==> src/hdl/c_integer_literal_scanner_defines.svh <==
// Assertion macros used by the back end module of the integer literal scanner.
`ifndef C_INTEGER_LITERAL_SCANNER_DEFINES_SVH
`define C_INTEGER_LITERAL_SCANNER_DEFINES_SVH

// The consequent must hold in the same cycle as the antecedent.
`define CILS_ASSERT_SAME(label, clk, rst, ante, cons, msg) \
   label: assert property (@(posedge clk) disable iff (rst) (ante) |-> (cons)) \
      else $error(msg);

// The consequent must hold in the cycle after the antecedent.
`define CILS_ASSERT_NEXT(label, clk, rst, ante, cons, msg) \
   label: assert property (@(posedge clk) disable iff (rst) (ante) |=> (cons)) \
      else $error(msg);

`endif

==> src/hdl/cils_pkg.sv <==
// Types and constants shared by the integer literal scanner modules.
`default_nettype none

package cils_pkg;

   localparam int MAX_TOKEN_BYTES_DEFAULT = 255;
   localparam int QUEUE_DEPTH_DEFAULT     = 2;

   localparam logic [1:0] KIND_INTEGER = 2'd0;
   localparam logic [1:0] KIND_FLOAT   = 2'd1;
   localparam logic [1:0] KIND_ERROR   = 2'd2;

   localparam logic [1:0] RADIX_DEC = 2'd0;
   localparam logic [1:0] RADIX_OCT = 2'd1;
   localparam logic [1:0] RADIX_HEX = 2'd2;

   localparam logic [2:0] SUFFIX_NONE = 3'd0;
   localparam logic [2:0] SUFFIX_U    = 3'd1;
   localparam logic [2:0] SUFFIX_L    = 3'd2;
   localparam logic [2:0] SUFFIX_LL   = 3'd3;
   localparam logic [2:0] SUFFIX_UL   = 3'd4;
   localparam logic [2:0] SUFFIX_ULL  = 3'd5;

   localparam logic [4:0] NOT_HEX_DIGIT = 5'd16;

   typedef struct packed {
      logic       begins;
      logic       is_digit;
      logic [4:0] digit_value;
      logic       is_x;
      logic       is_u;
      logic       is_l;
      logic       is_dot;
      logic       is_p;
      logic       is_e;
   } class_type;

   typedef struct packed {
      logic [1:0]  token_kind;
      logic [63:0] int_value;
      logic [1:0]  radix_code;
      logic [2:0]  suffix_code;
      logic [7:0]  token_length;
   } result_type;

endpackage

`default_nettype wire

==> src/hdl/cils_fifo.sv <==
// Small first-in first-out queue with the head shown ahead of the pop.
`default_nettype none

module cils_fifo #(
   parameter int WIDTH = 8,
   parameter int DEPTH = cils_pkg::QUEUE_DEPTH_DEFAULT
) (
   input  wire logic             clock,
   input  wire logic             reset,
   input  wire logic             push,
   input  wire logic [WIDTH-1:0] push_data,
   output logic                  full,
   input  wire logic             pop,
   output logic [WIDTH-1:0]      pop_data,
   output logic                  empty
);

   localparam int PW = (DEPTH > 1) ? $clog2(DEPTH) : 1;
   localparam int CW = $clog2(DEPTH + 1);

   logic [WIDTH-1:0] slot_ff [DEPTH];
   logic [PW-1:0]    wr_ff, wr_in, rd_ff, rd_in;
   logic [CW-1:0]    count_ff, count_in;
   logic             do_push, do_pop;

   assign full     = (count_ff == CW'(DEPTH));
   assign empty    = (count_ff == '0);
   assign do_push  = push && !full;
   assign do_pop   = pop && !empty;
   assign pop_data = slot_ff[rd_ff];

   always_comb begin
      wr_in    = wr_ff;
      rd_in    = rd_ff;
      count_in = count_ff + CW'(do_push) - CW'(do_pop);
      if (do_push) begin
         wr_in = (wr_ff == PW'(DEPTH - 1)) ? '0 : wr_ff + PW'(1);
      end
      if (do_pop) begin
         rd_in = (rd_ff == PW'(DEPTH - 1)) ? '0 : rd_ff + PW'(1);
      end
   end

   always_ff @(posedge clock) begin
      if (reset) begin
         wr_ff    <= '0;
         rd_ff    <= '0;
         count_ff <= '0;
      end else begin
         wr_ff    <= wr_in;
         rd_ff    <= rd_in;
         count_ff <= count_in;
      end
   end

   always_ff @(posedge clock) begin
      if (do_push) begin
         slot_ff[wr_ff] <= push_data;
      end
   end

endmodule

`default_nettype wire

==> src/hdl/cils_front.sv <==
// Front end: classifies each source byte and queues it for the scanner.
`default_nettype none

module cils_front #(
   parameter int QUEUE_DEPTH = cils_pkg::QUEUE_DEPTH_DEFAULT
) (
   input  wire logic                clock,
   input  wire logic                reset,
   input  wire logic                push,
   input  wire logic [7:0]          char_byte,
   input  wire logic                begins_token,
   output logic                     full,
   input  wire logic                q_pop,
   output logic                     q_empty,
   output cils_pkg::class_type      q_item
);

   localparam logic [7:0] CHAR_0     = 8'h30;
   localparam logic [7:0] CHAR_9     = 8'h39;
   localparam logic [7:0] CHAR_UP_A  = 8'h41;
   localparam logic [7:0] CHAR_UP_F  = 8'h46;
   localparam logic [7:0] CHAR_UP_Z  = 8'h5a;
   localparam logic [7:0] CHAR_LO_A  = 8'h61;
   localparam logic [7:0] CHAR_LO_F  = 8'h66;
   localparam logic [7:0] CHAR_LO_X  = 8'h78;
   localparam logic [7:0] CHAR_LO_U  = 8'h75;
   localparam logic [7:0] CHAR_LO_L  = 8'h6c;
   localparam logic [7:0] CHAR_LO_P  = 8'h70;
   localparam logic [7:0] CHAR_LO_E  = 8'h65;
   localparam logic [7:0] CHAR_DOT   = 8'h2e;
   localparam logic [7:0] CASE_SHIFT = 8'h20;

   cils_pkg::class_type item;
   logic [7:0]          lower;
   logic [$bits(cils_pkg::class_type)-1:0] q_bits;

   always_comb begin
      lower = ((char_byte >= CHAR_UP_A) && (char_byte <= CHAR_UP_Z)) ?
              char_byte + CASE_SHIFT : char_byte;
      item.begins   = begins_token;
      item.is_digit = (char_byte >= CHAR_0) && (char_byte <= CHAR_9);
      if (item.is_digit) begin
         item.digit_value = 5'(char_byte - CHAR_0);
      end else if ((char_byte >= CHAR_LO_A) && (char_byte <= CHAR_LO_F)) begin
         item.digit_value = 5'(char_byte - CHAR_LO_A) + 5'd10;
      end else if ((char_byte >= CHAR_UP_A) && (char_byte <= CHAR_UP_F)) begin
         item.digit_value = 5'(char_byte - CHAR_UP_A) + 5'd10;
      end else begin
         item.digit_value = cils_pkg::NOT_HEX_DIGIT;
      end
      item.is_x   = (lower == CHAR_LO_X);
      item.is_u   = (lower == CHAR_LO_U);
      item.is_l   = (lower == CHAR_LO_L);
      item.is_dot = (char_byte == CHAR_DOT);
      item.is_p   = (lower == CHAR_LO_P);
      item.is_e   = (lower == CHAR_LO_E);
   end

   cils_fifo #(
      .WIDTH ($bits(cils_pkg::class_type)),
      .DEPTH (QUEUE_DEPTH)
   ) u_queue (
      .clock     (clock),
      .reset     (reset),
      .push      (push),
      .push_data (item),
      .full      (full),
      .pop       (q_pop),
      .pop_data  (q_bits),
      .empty     (q_empty)
   );

   assign q_item = cils_pkg::class_type'(q_bits);

endmodule

`default_nettype wire

==> src/hdl/cils_back.sv <==
// Back end: the constant scanner state machine and value accumulator.
`default_nettype none

`include "c_integer_literal_scanner_defines.svh"

module cils_back #(
   parameter int MAX_TOKEN_BYTES = cils_pkg::MAX_TOKEN_BYTES_DEFAULT
) (
   input  wire logic                 clock,
   input  wire logic                 reset,
   input  wire logic                 in_empty,
   output logic                      in_pop,
   input  wire cils_pkg::class_type  in_item,
   input  wire logic                 out_full,
   output logic                      out_push,
   output cils_pkg::result_type      out_item
);

   localparam int BCW = $clog2(MAX_TOKEN_BYTES + 1);

   localparam logic [2:0] PH_IDLE   = 3'd0;
   localparam logic [2:0] PH_ZERO   = 3'd1;
   localparam logic [2:0] PH_DEC    = 3'd2;
   localparam logic [2:0] PH_OCT    = 3'd3;
   localparam logic [2:0] PH_HEX0   = 3'd4;
   localparam logic [2:0] PH_HEX    = 3'd5;
   localparam logic [2:0] PH_SUFFIX = 3'd6;

   logic [2:0]     phase_ff, phase_in;
   logic [63:0]    acc_ff, acc_in;
   logic [1:0]     radix_ff, radix_in;
   logic [BCW-1:0] count_ff, count_in;
   logic [2:0]     u_ff, u_in, l_ff, l_in, ll_ff, ll_in, steps_ff, steps_in;
   logic           pend_ff, pend_in, failed_ff, failed_in;
   logic           emit_valid;
   logic           take;

   assign take     = !in_empty && !out_full;
   assign in_pop   = take;
   assign out_push = take && emit_valid;

   always_comb begin : scan_step
      logic       do_digit, do_suffix, suffix_done;
      logic       err_f, flt_f, int_f;
      logic       cx, cu, cl, cdot, cp, ce;
      logic [4:0] dv, base;
      logic [67:0] prod, sum;
      logic [2:0] code;

      phase_in  = phase_ff;
      acc_in    = acc_ff;
      radix_in  = radix_ff;
      count_in  = count_ff;
      u_in      = u_ff;
      l_in      = l_ff;
      ll_in     = ll_ff;
      steps_in  = steps_ff;
      pend_in   = pend_ff;
      failed_in = failed_ff;
      do_digit    = 1'b0;
      do_suffix   = 1'b0;
      suffix_done = 1'b0;
      err_f       = 1'b0;
      flt_f       = 1'b0;
      int_f       = 1'b0;
      code        = cils_pkg::SUFFIX_NONE;
      emit_valid  = 1'b0;
      out_item    = '0;

      // A new token closes the open one as if a zero byte had arrived.
      if (in_item.begins) begin
         cx   = 1'b0;
         cu   = 1'b0;
         cl   = 1'b0;
         cdot = 1'b0;
         cp   = 1'b0;
         ce   = 1'b0;
         dv   = cils_pkg::NOT_HEX_DIGIT;
      end else begin
         cx   = in_item.is_x;
         cu   = in_item.is_u;
         cl   = in_item.is_l;
         cdot = in_item.is_dot;
         cp   = in_item.is_p;
         ce   = in_item.is_e;
         dv   = in_item.digit_value;
      end

      unique case (phase_ff)
         PH_ZERO: begin
            if (cx) begin
               if (count_in == BCW'(MAX_TOKEN_BYTES)) begin
                  err_f = 1'b1;
               end else begin
                  count_in = count_in + BCW'(1);
                  radix_in = cils_pkg::RADIX_HEX;
                  phase_in = PH_HEX0;
               end
            end else begin
               phase_in = PH_OCT;
               do_digit = 1'b1;
            end
         end
         PH_DEC, PH_OCT, PH_HEX0, PH_HEX: begin
            do_digit = 1'b1;
         end
         PH_SUFFIX: begin
            do_suffix = 1'b1;
         end
         default: begin
         end
      endcase

      if (radix_in == cils_pkg::RADIX_HEX) begin
         base = 5'd16;
         prod = {acc_in, 4'b0000};
      end else if (radix_in == cils_pkg::RADIX_OCT) begin
         base = 5'd8;
         prod = {1'b0, acc_in, 3'b000};
      end else begin
         base = 5'd10;
         prod = {1'b0, acc_in, 3'b000} + {3'b000, acc_in, 1'b0};
      end
      sum = prod + 68'(dv);

      if (do_digit) begin
         if (dv < base) begin
            if (count_in == BCW'(MAX_TOKEN_BYTES)) begin
               err_f = 1'b1;
            end else begin
               count_in = count_in + BCW'(1);
               if (!failed_in) begin
                  if (|sum[67:64]) begin
                     failed_in = 1'b1;
                  end else begin
                     acc_in = sum[63:0];
                  end
               end
               if (phase_in == PH_HEX0) begin
                  phase_in = PH_HEX;
               end
            end
         end else if (cdot || cp || ((radix_in != cils_pkg::RADIX_HEX) && ce)) begin
            flt_f = 1'b1;
         end else if (dv < cils_pkg::NOT_HEX_DIGIT) begin
            err_f = 1'b1;
         end else if (phase_in == PH_HEX0) begin
            err_f = 1'b1;
         end else if (failed_in) begin
            err_f = 1'b1;
         end else begin
            phase_in  = PH_SUFFIX;
            do_suffix = 1'b1;
         end
      end

      if (do_suffix) begin
         if (pend_in) begin
            pend_in  = 1'b0;
            steps_in = steps_in + 3'd1;
            if (cl) begin
               ll_in       = ll_in + 3'd1;
               suffix_done = 1'b1;
               if (count_in == BCW'(MAX_TOKEN_BYTES)) begin
                  err_f = 1'b1;
               end else begin
                  count_in = count_in + BCW'(1);
               end
            end else begin
               l_in = l_in + 3'd1;
            end
         end
         if (!suffix_done) begin
            if (cu || cl) begin
               if (steps_in > 3'd4) begin
                  err_f = 1'b1;
               end else if (count_in == BCW'(MAX_TOKEN_BYTES)) begin
                  err_f = 1'b1;
               end else begin
                  count_in = count_in + BCW'(1);
                  if (cu) begin
                     u_in     = u_in + 3'd1;
                     steps_in = steps_in + 3'd1;
                  end else begin
                     pend_in = 1'b1;
                  end
               end
            end else begin
               priority if ((u_in == 3'd0) && (l_in == 3'd0) && (ll_in == 3'd0)) begin
                  code  = cils_pkg::SUFFIX_NONE;
                  int_f = 1'b1;
               end else if ((u_in == 3'd1) && (l_in == 3'd0) && (ll_in == 3'd0)) begin
                  code  = cils_pkg::SUFFIX_U;
                  int_f = 1'b1;
               end else if ((u_in == 3'd0) && (l_in == 3'd1) && (ll_in == 3'd0)) begin
                  code  = cils_pkg::SUFFIX_L;
                  int_f = 1'b1;
               end else if ((u_in == 3'd0) && (l_in == 3'd0) && (ll_in == 3'd1)) begin
                  code  = cils_pkg::SUFFIX_LL;
                  int_f = 1'b1;
               end else if ((u_in == 3'd1) && (l_in == 3'd1) && (ll_in == 3'd0)) begin
                  code  = cils_pkg::SUFFIX_UL;
                  int_f = 1'b1;
               end else if ((u_in == 3'd1) && (l_in == 3'd0) && (ll_in == 3'd1)) begin
                  code  = cils_pkg::SUFFIX_ULL;
                  int_f = 1'b1;
               end else begin
                  err_f = 1'b1;
               end
            end
         end
      end

      if (err_f || flt_f || int_f) begin
         emit_valid = 1'b1;
         if (err_f) begin
            out_item.token_kind   = cils_pkg::KIND_ERROR;
            out_item.token_length = 8'd1;
         end else if (flt_f) begin
            out_item.token_kind = cils_pkg::KIND_FLOAT;
            out_item.radix_code = radix_in;
         end else begin
            out_item.token_kind   = cils_pkg::KIND_INTEGER;
            out_item.int_value    = acc_in;
            out_item.radix_code   = radix_in;
            out_item.suffix_code  = code;
            out_item.token_length = 8'(count_in);
         end
      end

      if (emit_valid || in_item.begins) begin
         phase_in  = PH_IDLE;
         acc_in    = '0;
         radix_in  = cils_pkg::RADIX_DEC;
         count_in  = '0;
         u_in      = '0;
         l_in      = '0;
         ll_in     = '0;
         steps_in  = '0;
         pend_in   = 1'b0;
         failed_in = 1'b0;
      end

      if (in_item.begins && in_item.is_digit) begin
         count_in = BCW'(1);
         if (in_item.digit_value == 5'd0) begin
            phase_in = PH_ZERO;
            radix_in = cils_pkg::RADIX_OCT;
         end else begin
            phase_in = PH_DEC;
            radix_in = cils_pkg::RADIX_DEC;
            acc_in   = 64'(in_item.digit_value);
         end
      end
   end

   always_ff @(posedge clock) begin
      if (reset) begin
         phase_ff  <= PH_IDLE;
         acc_ff    <= '0;
         radix_ff  <= cils_pkg::RADIX_DEC;
         count_ff  <= '0;
         u_ff      <= '0;
         l_ff      <= '0;
         ll_ff     <= '0;
         steps_ff  <= '0;
         pend_ff   <= 1'b0;
         failed_ff <= 1'b0;
      end else if (take) begin
         phase_ff  <= phase_in;
         acc_ff    <= acc_in;
         radix_ff  <= radix_in;
         count_ff  <= count_in;
         u_ff      <= u_in;
         l_ff      <= l_in;
         ll_ff     <= ll_in;
         steps_ff  <= steps_in;
         pend_ff   <= pend_in;
         failed_ff <= failed_in;
      end
   end

   `CILS_ASSERT_SAME(a_idle_is_clear, clock, reset, phase_ff == PH_IDLE,
      (count_ff == '0) && !pend_ff && !failed_ff && (acc_ff == '0),
      "Idle scanner holds leftover token state.")
   `CILS_ASSERT_SAME(a_pending_in_suffix, clock, reset, pend_ff,
      phase_ff == PH_SUFFIX, "A pending l outside the suffix phase.")
   `CILS_ASSERT_SAME(a_suffix_bounded, clock, reset, phase_ff != PH_IDLE,
      (steps_ff <= 3'd5) && (count_ff <= BCW'(MAX_TOKEN_BYTES)),
      "Suffix steps or token length beyond their limits.")
   `CILS_ASSERT_NEXT(a_digit_opens_token, clock, reset,
      take && in_item.begins && in_item.is_digit, phase_ff != PH_IDLE,
      "A starting digit did not open a token.")

endmodule

`default_nettype wire

==> src/hdl/c_integer_literal_scanner.sv <==
// Top level of the C integer constant scanner.
// Source bytes enter through a queue-like port: drive req_char_byte and
// req_begins_token and raise req_push; the byte is taken at a clock edge where
// req_full is low. Set req_begins_token on the first digit of each constant.
// Results leave through a second queue-like port: while rsp_empty is low the
// oldest result is on the rsp_ ports and is taken at an edge with rsp_pop high.
// A token gives at most one result, on the byte that ends it: an integer with
// value, radix, suffix and length, a handoff to floating point, or an error.
// The front end classifies each byte into a QUEUE_DEPTH-entry queue (two by
// default); the back end runs the scanner at one byte per clock while the byte
// queue is not empty and the result queue is not full, its multiply-add by the
// radix done as combinational shifts and adds. A result is written to the result
// queue at the edge where the back end takes the byte that ends the token. When
// the receiver holds rsp_pop low the result queue fills, the scanner stops, and
// then the byte queue fills and req_full rises. Synchronous reset empties both
// queues and returns the scanner to idle.
`default_nettype none

module c_integer_literal_scanner #(
   parameter int MAX_TOKEN_BYTES = cils_pkg::MAX_TOKEN_BYTES_DEFAULT,
   parameter int QUEUE_DEPTH     = cils_pkg::QUEUE_DEPTH_DEFAULT
) (
   input  wire logic        clock,
   input  wire logic        reset,
   input  wire logic        req_push,
   output logic             req_full,
   input  wire logic [7:0]  req_char_byte,
   input  wire logic        req_begins_token,
   output logic             rsp_empty,
   input  wire logic        rsp_pop,
   output logic [1:0]       rsp_token_kind,
   output logic [63:0]      rsp_int_value,
   output logic [1:0]       rsp_radix_code,
   output logic [2:0]       rsp_suffix_code,
   output logic [7:0]       rsp_token_length
);

   cils_pkg::class_type  q_item;
   cils_pkg::result_type res_item, head_item;
   logic                 q_empty, q_pop, res_full, res_push;
   logic [$bits(cils_pkg::result_type)-1:0] head_bits;

   cils_front #(
      .QUEUE_DEPTH (QUEUE_DEPTH)
   ) u_front (
      .clock        (clock),
      .reset        (reset),
      .push         (req_push),
      .char_byte    (req_char_byte),
      .begins_token (req_begins_token),
      .full         (req_full),
      .q_pop        (q_pop),
      .q_empty      (q_empty),
      .q_item       (q_item)
   );

   cils_back #(
      .MAX_TOKEN_BYTES (MAX_TOKEN_BYTES)
   ) u_back (
      .clock    (clock),
      .reset    (reset),
      .in_empty (q_empty),
      .in_pop   (q_pop),
      .in_item  (q_item),
      .out_full (res_full),
      .out_push (res_push),
      .out_item (res_item)
   );

   cils_fifo #(
      .WIDTH ($bits(cils_pkg::result_type)),
      .DEPTH (QUEUE_DEPTH)
   ) u_results (
      .clock     (clock),
      .reset     (reset),
      .push      (res_push),
      .push_data (res_item),
      .full      (res_full),
      .pop       (rsp_pop),
      .pop_data  (head_bits),
      .empty     (rsp_empty)
   );

   assign head_item        = cils_pkg::result_type'(head_bits);
   assign rsp_token_kind   = head_item.token_kind;
   assign rsp_int_value    = head_item.int_value;
   assign rsp_radix_code   = head_item.radix_code;
   assign rsp_suffix_code  = head_item.suffix_code;
   assign rsp_token_length = head_item.token_length;

endmodule

`default_nettype wire

==> config.mk <==
export PLATFORM = sky130hd
export DESIGN_NAME = c_integer_literal_scanner
export DESIGN_NICKNAME = d
export VERILOG_FILES = /design/src/hdl/cils_pkg.sv /design/src/hdl/cils_fifo.sv /design/src/hdl/cils_front.sv /design/src/hdl/cils_back.sv /design/src/hdl/c_integer_literal_scanner.sv
export VERILOG_INCLUDE_DIRS = /design/src /design/src/hdl
export SDC_FILE = /design/constraint.sdc
export NUM_CORES = 1
export LEC_CHECK = 0
export BUFFER_PORTS_ARGS = -buffer_cell sky130_fd_sc_hd__buf_2
export CAP_MARGIN = 10
export CORE_MARGIN = 2
export CORE_UTILIZATION = 25
export CTS_CLUSTER_DIAMETER = 80
export DETAILED_ROUTE_END_ITERATION = 10
export SYNTH_ARGS = -nofsm -noshare
export SYNTH_HDL_FRONTEND = slang
export SYNTH_HIERARCHICAL = 1
export SYNTH_SLANG_ARGS = --single-unit
==> constraint.sdc <==
create_clock -name clock -period 16 [get_ports clock]
set_input_delay 0.8 -clock clock [delete_from_list [all_inputs] [get_ports clock]]
set_output_delay 0.8 -clock clock [all_outputs]
set_load 0.02 [all_outputs]
==> impl_metrics.json, run 1 <==
{
  "initial_utilization": 0.252,
  "setup_violations": 0,
  "status": "finished clean",
  "cap_viol_max_count": 0,
  "crit_path_start_kind": "register",
  "cts-hold-fix-buffers": 0,
  "root_buffer": "clkbuf_16",
  "synth_fa_ha_area_frac": 0.0554,
  "first_global_vias": 17700,
  "clockBufferDepth": 3,
  "ys_warn_count": 6,
  "synth_mux_area_frac": 0.0963,
  "drv_slew": 0,
  "core_um2": 85300,
  "drtIter0Drc": 1807,
  "drive_gt1_frac": 0.136,
  "cpMaxStageDelayCell": "buf_4",
  "critical_path_arrival_ns": 9.41,
  "yosysUniqueCellTypes": 110,
  "rows": 107,
  "overflow": 0,
  "crit_type": "reg2reg",
  "p_per_area_nw_per_um2": 102,
  "post-place-ws_ns": 6.93,
  "die_area_um2": 88400,
  "numCtsBuffers": 36,
  "critPathMaxFanout": 53,
  "ir_worst_vdd_mv": 0.0783,
  "fin_nets": 2517,
  "vias": 18900,
  "drtAntennaViolNets": 0,
  "synth_compound_area_frac": 0.209,
  "min_from": "req_begins_token",
  "synth-xor-area-share": 0.0456,
  "cts-resized-gates": 0,
  "synth_edf_count": 184,
  "drtPass1Iterations": 5,
  "maxSlewHeadroom": 0.276,
  "hold_viol_final": 0,
  "skew_ns": 0.0183,
  "min_path_cells": 1,
  "grt_pass1_wl_um": 106000,
  "grt_max_degree": 66,
  "antenna_found_initial": 0,
  "utilization": 0.284,
  "netlist_area_um2": 21500,
  "die-width_um": 297,
  "die_h_um": 297,
  "cts_tree": "built",
  "fmax_ghz": 0.108,
  "setup_tns_ns": 0,
  "clk_pin_slew_ns": 0.05,
  "via_per_inst": 5.29,
  "worst_slack_ns": 6.77,
  "drt_wl_total_um": 68700,
  "cpMostUsedCell": "nor2_1",
  "p_leak_nw": 8.35,
  "crit_family": "simple AND/OR/NAND/NOR gates",
  "hpwl_um": 50800,
  "io_pins": 94,
  "reg2reg_slack_ns": 6.77,
  "crit_buf_inv": 4,
  "synth.avg_cell_area_um2": 9.00,
  "cts_setup_buffers": 0,
  "synthCells": 2391,
  "gp_congestion": 0.937,
  "hold_path_class": "in2reg",
  "drc": 0,
  "clk_latency_ns": 0.57,
  "port-buffer-count": 93,
  "cts_max_level": 2,
  "post-route-min-period_ns": 9.23,
  "syn_nets": 2498,
  "ys_ff_latch": 285,
  "worstMarginPinSlew_ns": 1.08,
  "synth_seq_area_share": 0.351,
  "min_period_over_period": 0.577,
  "ys_async_sr_fraction": 0,
  "holdWs_ns": 0.442,
  "cpPeakStageDelay_ns": 0.69,
  "synth_top_family_by_area": "compound AO/OA/AOI/OAI gates",
  "r2r-end": "u_results/slot_ff[0][53]",
  "synthToLayoutAreaGrowth_pct": 12.4,
  "wl_per_cell_um": 19.2,
  "r2r_cells": 27,
  "rsz0062_at_grt": "false",
  "synth-simple-area-share": 0.204,
  "p_total_mw": 2.46,
  "critPathCaptureType": "register",
  "cts.sinks": 285,
  "synth-main-ff-cell": "edfxtp_1",
  "track_usage": 0.149,
  "diodes": 0,
  "critPathRequiredTime_ns": 16.19,
  "min_to": "u_front/u_queue/slot_ff[1][12]"
}
==> state kept, by name, indices dropped and copies added, names as in the netlist, 2 cells and up, named ones only <==
signal and count:
u_results/slot_ff 158, u_back/acc_ff 64, u_front/u_queue/slot_ff 26, u_back/count_ff 8
u_back/l_ff 3, u_back/ll_ff 3, u_back/phase_ff 3, u_back/steps_ff 3
u_back/u_ff 3, u_back/radix_ff 2, u_front/u_queue/count_ff 2, u_results/count_ff 2
==> cell usage after synthesis (7+ instances only) <==
master | instances | area share
nor3_1 | 58 | 0.013
mux2_4 | 10 | 0.0070
mux2_2 | 86 | 0.045
xnor2_1 | 57 | 0.023
dfxtp_1 | 101 | 0.094
and2_1 | 24 | 0.0070
mux2_1 | 10 | 0.0052
or3_1 | 30 | 0.0087
o211ai_1 | 31 | 0.011
nand3b_1 | 7 | 0.0024
inv_1 | 57 | 0.0099
a2bb2oi_1 | 9 | 0.0037
nor3b_1 | 11 | 0.0038
a211oi_1 | 25 | 0.0087
nand4_1 | 48 | 0.014
buf_2 | 48 | 0.011
nor4_1 | 20 | 0.0058
and4_1 | 8 | 0.0033
a21o_1 | 28 | 0.0098
a31oi_1 | 20 | 0.0058
o21ai_0 | 116 | 0.027
o31ai_1 | 11 | 0.0038
mux2i_1 | 84 | 0.039
nand3_1 | 51 | 0.012
and3_1 | 48 | 0.014
buf_1 | 7 | 0.0012
nor2b_1 | 26 | 0.0076
o221ai_1 | 11 | 0.0045
clkbuf_1 | 69 | 0.012
edfxtp_1 | 184 | 0.26
a32oi_1 | 7 | 0.0028
a21boi_0 | 7 | 0.0024
a21oi_1 | 166 | 0.039
nand2b_1 | 18 | 0.0052
o21a_1 | 25 | 0.0087
ha_1 | 92 | 0.054
xor2_1 | 55 | 0.022
or2_2 | 7 | 0.0020
o21ai_1 | 11 | 0.0026
a22o_1 | 61 | 0.025
nand2_1 | 201 | 0.035
nor2_1 | 262 | 0.046
nand4b_1 | 7 | 0.0028
o2111ai_1 | 9 | 0.0037
==> worst max-delay path by stage <==
stage              from                       end  cells past startpoint
2_1_floorplan  register   u_results/slot_ff[0][0]                     33
3_3_place_gp   register  u_results/slot_ff[0][62]                     27
3_5_place_dp   register  u_results/slot_ff[0][62]                     27
4_1_cts        register  u_results/slot_ff[0][47]                     27
5_1_grt        register  u_results/slot_ff[0][59]                     27
6_report       register  u_results/slot_ff[0][53]                     27
==> layer usage <==
metal / part of all wire / vias to the layer above / GRT usage
li1: - / 9055 / -
met1: 0.47 / 9106 / 0.212
met2: 0.44 / 693 / 0.230
met3: 0.073 / 93 / 0.0264
met4: 0.023 / 0 / 0.0440
met5: 0 / - / 0
==> final cells by class <==
class,count,area (um2)
flip-flops and latches,285,7550
multi-input cells,1913,13200
well taps,1144,1430
inverters,59,224
clock inverters,22,248
repair buffers,115,631
fillers,9055,61100
clock buffers,44,941
==> per-stage QoR <==
stage | area [um2] | std cells
2_1_floorplan | 21500 | 2391
3_3_place_gp | 23000 | 3516
3_5_place_dp | 23000 | 3516
4_1_cts | 24200 | 3582
5_1_grt | 24200 | 3582
6_report | 24200 | 3582
==> kinds of logic after synthesis <==
logic type	Yosys count
compound gates	648
xor+xnor	112
fa+ha+maj	94
buf+inv	193
flops	285
mux	190
simple gates	869
==> where the power goes <==
part	switching, mW	internal [mW]
clock	0.346	0.478
combinational	0.482	0.239
sequential	0.0463	0.870
total	0.874	1.59
==> cell usage in the layout (no fill, tap or decap), types with 57 or more instances in the layout <==
master,n
a21oi_1,166
nor2_1,261
buf_2,93
xnor2_1,57
nor3_1,58
o21ai_0,116
ha_1,90
mux2i_1,84
a22o_1,61
nand2_1,200
dfxtp_1,100
mux2_2,86
edfxtp_1,184
Note: power is estimated with default switching activity, not from simulation.
==> inputs of run 2 (changes only) <==
--- a/config.mk
+++ b/config.mk
@@ -6,6 +6,7 @@
 export SDC_FILE = /design/constraint.sdc
 export NUM_CORES = 1
 export LEC_CHECK = 0
+export ABC_AREA = 1
 export BUFFER_PORTS_ARGS = -buffer_cell sky130_fd_sc_hd__buf_2
 export CAP_MARGIN = 10
 export CORE_MARGIN = 2
==> constraint.sdc (replaced) <==
create_clock -name clock -period 7.75 [get_ports clock]
set_input_delay 0.3875 -clock clock [delete_from_list [all_inputs] [get_ports clock]]
set_output_delay 0.3875 -clock clock [all_outputs]
set_load 0.02 [all_outputs]
==> run 2 against run 1 <==
- clock-buffer cell count is 9 lower
- design area is 9.1% higher
- die area increased by 9.5%
- non-clock buffer count is 1 higher
- sequential share of layout area decreased by 2.6 points
- final cell count rose by 36%
- highest routed layer unchanged
- wire length grew 18%
- largest power group is now combinational cells
- sequential cell count unchanged
- synthesized cell count grew 48%
- critical endpoint is now u_results/slot_ff[0][44]
- power grew to 2.7 times the previous value
==> impl_metrics.json, run 2 <==
{
  "final_cell_mix": "nand2_1, inv_1, nor2_1, a21oi_1, nand3_1",
  "syn_nets": 3638,
  "yosysUniqueCellTypes": 56,
  "cts-hold-fix-buffers": 0,
  "status": "finished clean",
  "place_area_um2": 25400,
  "synth_top_family_by_area": "simple AND/OR/NAND/NOR gates",
  "die_area_um2": 96800,
  "via_per_inst": 4.81,
  "setup_violations": 0,
  "cts_max_level": 1,
  "core_um2": 93500,
  "clockBufferDepth": 3,
  "p_per_area_nw_per_um2": 256,
  "cts-resized-gates": 0,
  "ir_worst_vdd_mv": 0.147,
  "cts_setup_buffers": 0,
  "overflow": 0,
  "clk_pin_slew_ns": 0.08,
  "setup_tns_ns": 0,
  "synth_edf_count": 184,
  "yosysMostFrequentCell": "nand2_1",
  "synth.avg_cell_area_um2": 6.68,
  "largest_reg_flops": 158,
  "drtIter0Drc": 2070,
  "synth_seq_area_share": 0.320,
  "antenna_found_initial": 1,
  "netlist_area_um2": 23600,
  "cpMaxStageDelayCell": "dfxtp_1",
  "synth_area_leaders": "edfxtp_1, nand2_1, dfxtp_1, inv_1, a21oi_1",
  "vias": 23300,
  "io_pins": 94,
  "fillers": 10400,
  "drt_wl_total_um": 81100,
  "drive_gt1_frac": 0.102,
  "post-route-min-period_ns": 6.69,
  "hpwl_um": 63400,
  "critical_path_arrival_ns": 7.03,
  "synth_top_cell_by_area": "edfxtp_1",
  "synthToLayoutAreaGrowth_pct": 11.9,
  "synth-main-ff-cell": "edfxtp_1",
  "die_h_um": 311,
  "initial_utilization": 0.252,
  "hold_viol_final": 0,
  "p_leak_nw": 11.3,
  "rsz0062_at_grt": "false",
  "clk_latency_ns": 0.58,
  "cts.sinks": 285,
  "cpPeakStageDelay_ns": 0.51,
  "ys_top_cells_by_count": "nand2_1, inv_1, nor2_1",
  "port-buffer-count": 93,
  "synth-simple-area-share": 0.358,
  "cap_viol_max_count": 0,
  "drtPass1Iterations": 5,
  "synth_mux_area_frac": 0.0475,
  "wl_per_cell_um": 16.7,
  "crit_path_start_kind": "register",
  "fin_nets": 3687,
  "worstMarginPinSlew_ns": 0.890,
  "largestRegisters": "u_results/slot_ff x158, u_back/acc_ff x64, u_front/u_queue/slot_ff x26",
  "critPathMaxFanout": 34,
  "drc": 0,
  "diodes": 0,
  "gp_congestion": 0.987,
  "reg2reg_slack_ns": 1.06,
  "design_area_um2": 26400,
  "ys_async_sr_fraction": 0,
  "root_buffer": "clkbuf_16",
  "drv_slew": 0,
  "synth_compound_area_frac": 0.106,
  "critPathRequiredTime_ns": 8.09,
  "grt_max_degree": 74,
  "hold_path_class": "in2reg",
  "ys_ff_latch": 285,
  "synthCells": 3531,
  "final_common_cell": "nand2_1",
  "drtAntennaViolNets": 0,
  "critPathCaptureType": "register",
  "first_global_vias": 21600,
  "numCtsBuffers": 29,
  "skew_ns": 0.0376,
  "min_period_over_period": 0.864,
  "ys_warn_count": 6,
  "synth-xor-area-share": 0.0179,
  "grt_pass1_wl_um": 125000,
  "track_usage": 0.162,
  "rows": 112,
  "die-width_um": 311,
  "cts_tree": "built",
  "fmax_ghz": 0.149,
  "regMostFlops": "u_results/slot_ff",
  "synth_top_area_frac": 0.234,
  "synth_fa_ha_area_frac": 0.0505,
  "crit_type": "reg2reg",
  "maxSlewHeadroom": 0.406,
  "cpMostUsedCell": "nand2_1"
}
[run 2: cell count changes in the layout (fill, tap and decap cells not counted), moves of 28 or more]
cell      change
and3_1       -45
mux2i_1      -83
o211ai_1     -28
nand2_1     +834
a21oi_1     +167
a22o_1       -61
or3_1        -30
nand4_1      +37
inv_1       +424
nand3_1     +208
nor2_1      +125
xnor2_1      -42
[run 2: cell type report]
| type | count | area, um2 | share of cell area |
|---|---|---|---|
| Inverter | 498 | 1880 | 0.0711 |
| Multi-Input combinational cell | 2650 | 13700 | 0.518 |
| Clock inverter | 19 | 224 | 0.00849 |
| Tap cell | 1254 | 1570 | 0.0595 |
| Clock buffer | 35 | 800 | 0.0303 |
| Sequential cell | 285 | 7550 | 0.286 |
| Timing Repair Buffer | 116 | 688 | 0.0261 |
[run 2: critical path: cells and delay by family (launching register included)]
| family | cells | cell delay, ns |
|---|---|---|
| fa+ha+maj | 1 | 0.19 |
| buf+inv | 6 | 1.59 |
| flops | 1 | 0.51 |
| compound gates | 2 | 0.49 |
| mux | 1 | 0.39 |
| simple gates | 22 | 3.25 |
[run 2: final timing paths]
| check | from | to | depth (start not counted) |
|---|---|---|---|
| max | register | u_results/slot_ff[0][44] | 32 |
| min | req_begins_token | u_front/u_queue/slot_ff[0][12] | 1 |
| max reg2reg | register | u_results/slot_ff[0][44] | 32 |
| min reg2reg | u_back/steps_ff[2] | u_back/steps_ff[2] | 2 |
[run 2: cell families after synthesis]
logic type | Yosys count
xor+xnor | 46
mux | 93
flops | 285
buf+inv | 596
simple gates | 1941
fa+ha+maj | 94
compound gates | 476
[run 2: metal layers]
layer,routed length [um],up-vias,part of all wire,global-route usage
li1,-,11600,-,-
met1,36700,10800,0.45,0.220
met2,36500,750,0.45,0.263
met3,4960,144,0.061,0.0221
met4,3000,0,0.037,0.0554
met5,0,-,0,0
[run 2: stage by stage]
stage	hold slack, ns	util	power (mW)	setup slack, ns	cells
global placement	0.454	0.271	5.27	1.27	4802
floorplan	0.445	-	4.29	0.585	3531
detailed placement	0.457	0.271	5.28	1.12	4802
finish	0.0200	0.282	6.76	1.06	4857
global route	0.00871	0.282	7.16	0.493	4857
CTS	0.00158	0.282	6.79	1.07	4856
[run 2: power by group]
part           switching (mW)  total [mW]  internal, mW  leakage (nW)
combinational            2.19        3.14         0.945          8.36
sequential              0.187        2.12          1.93          2.44
clock                   0.632        1.51         0.876         0.493
total                    3.01        6.76          3.75          11.3
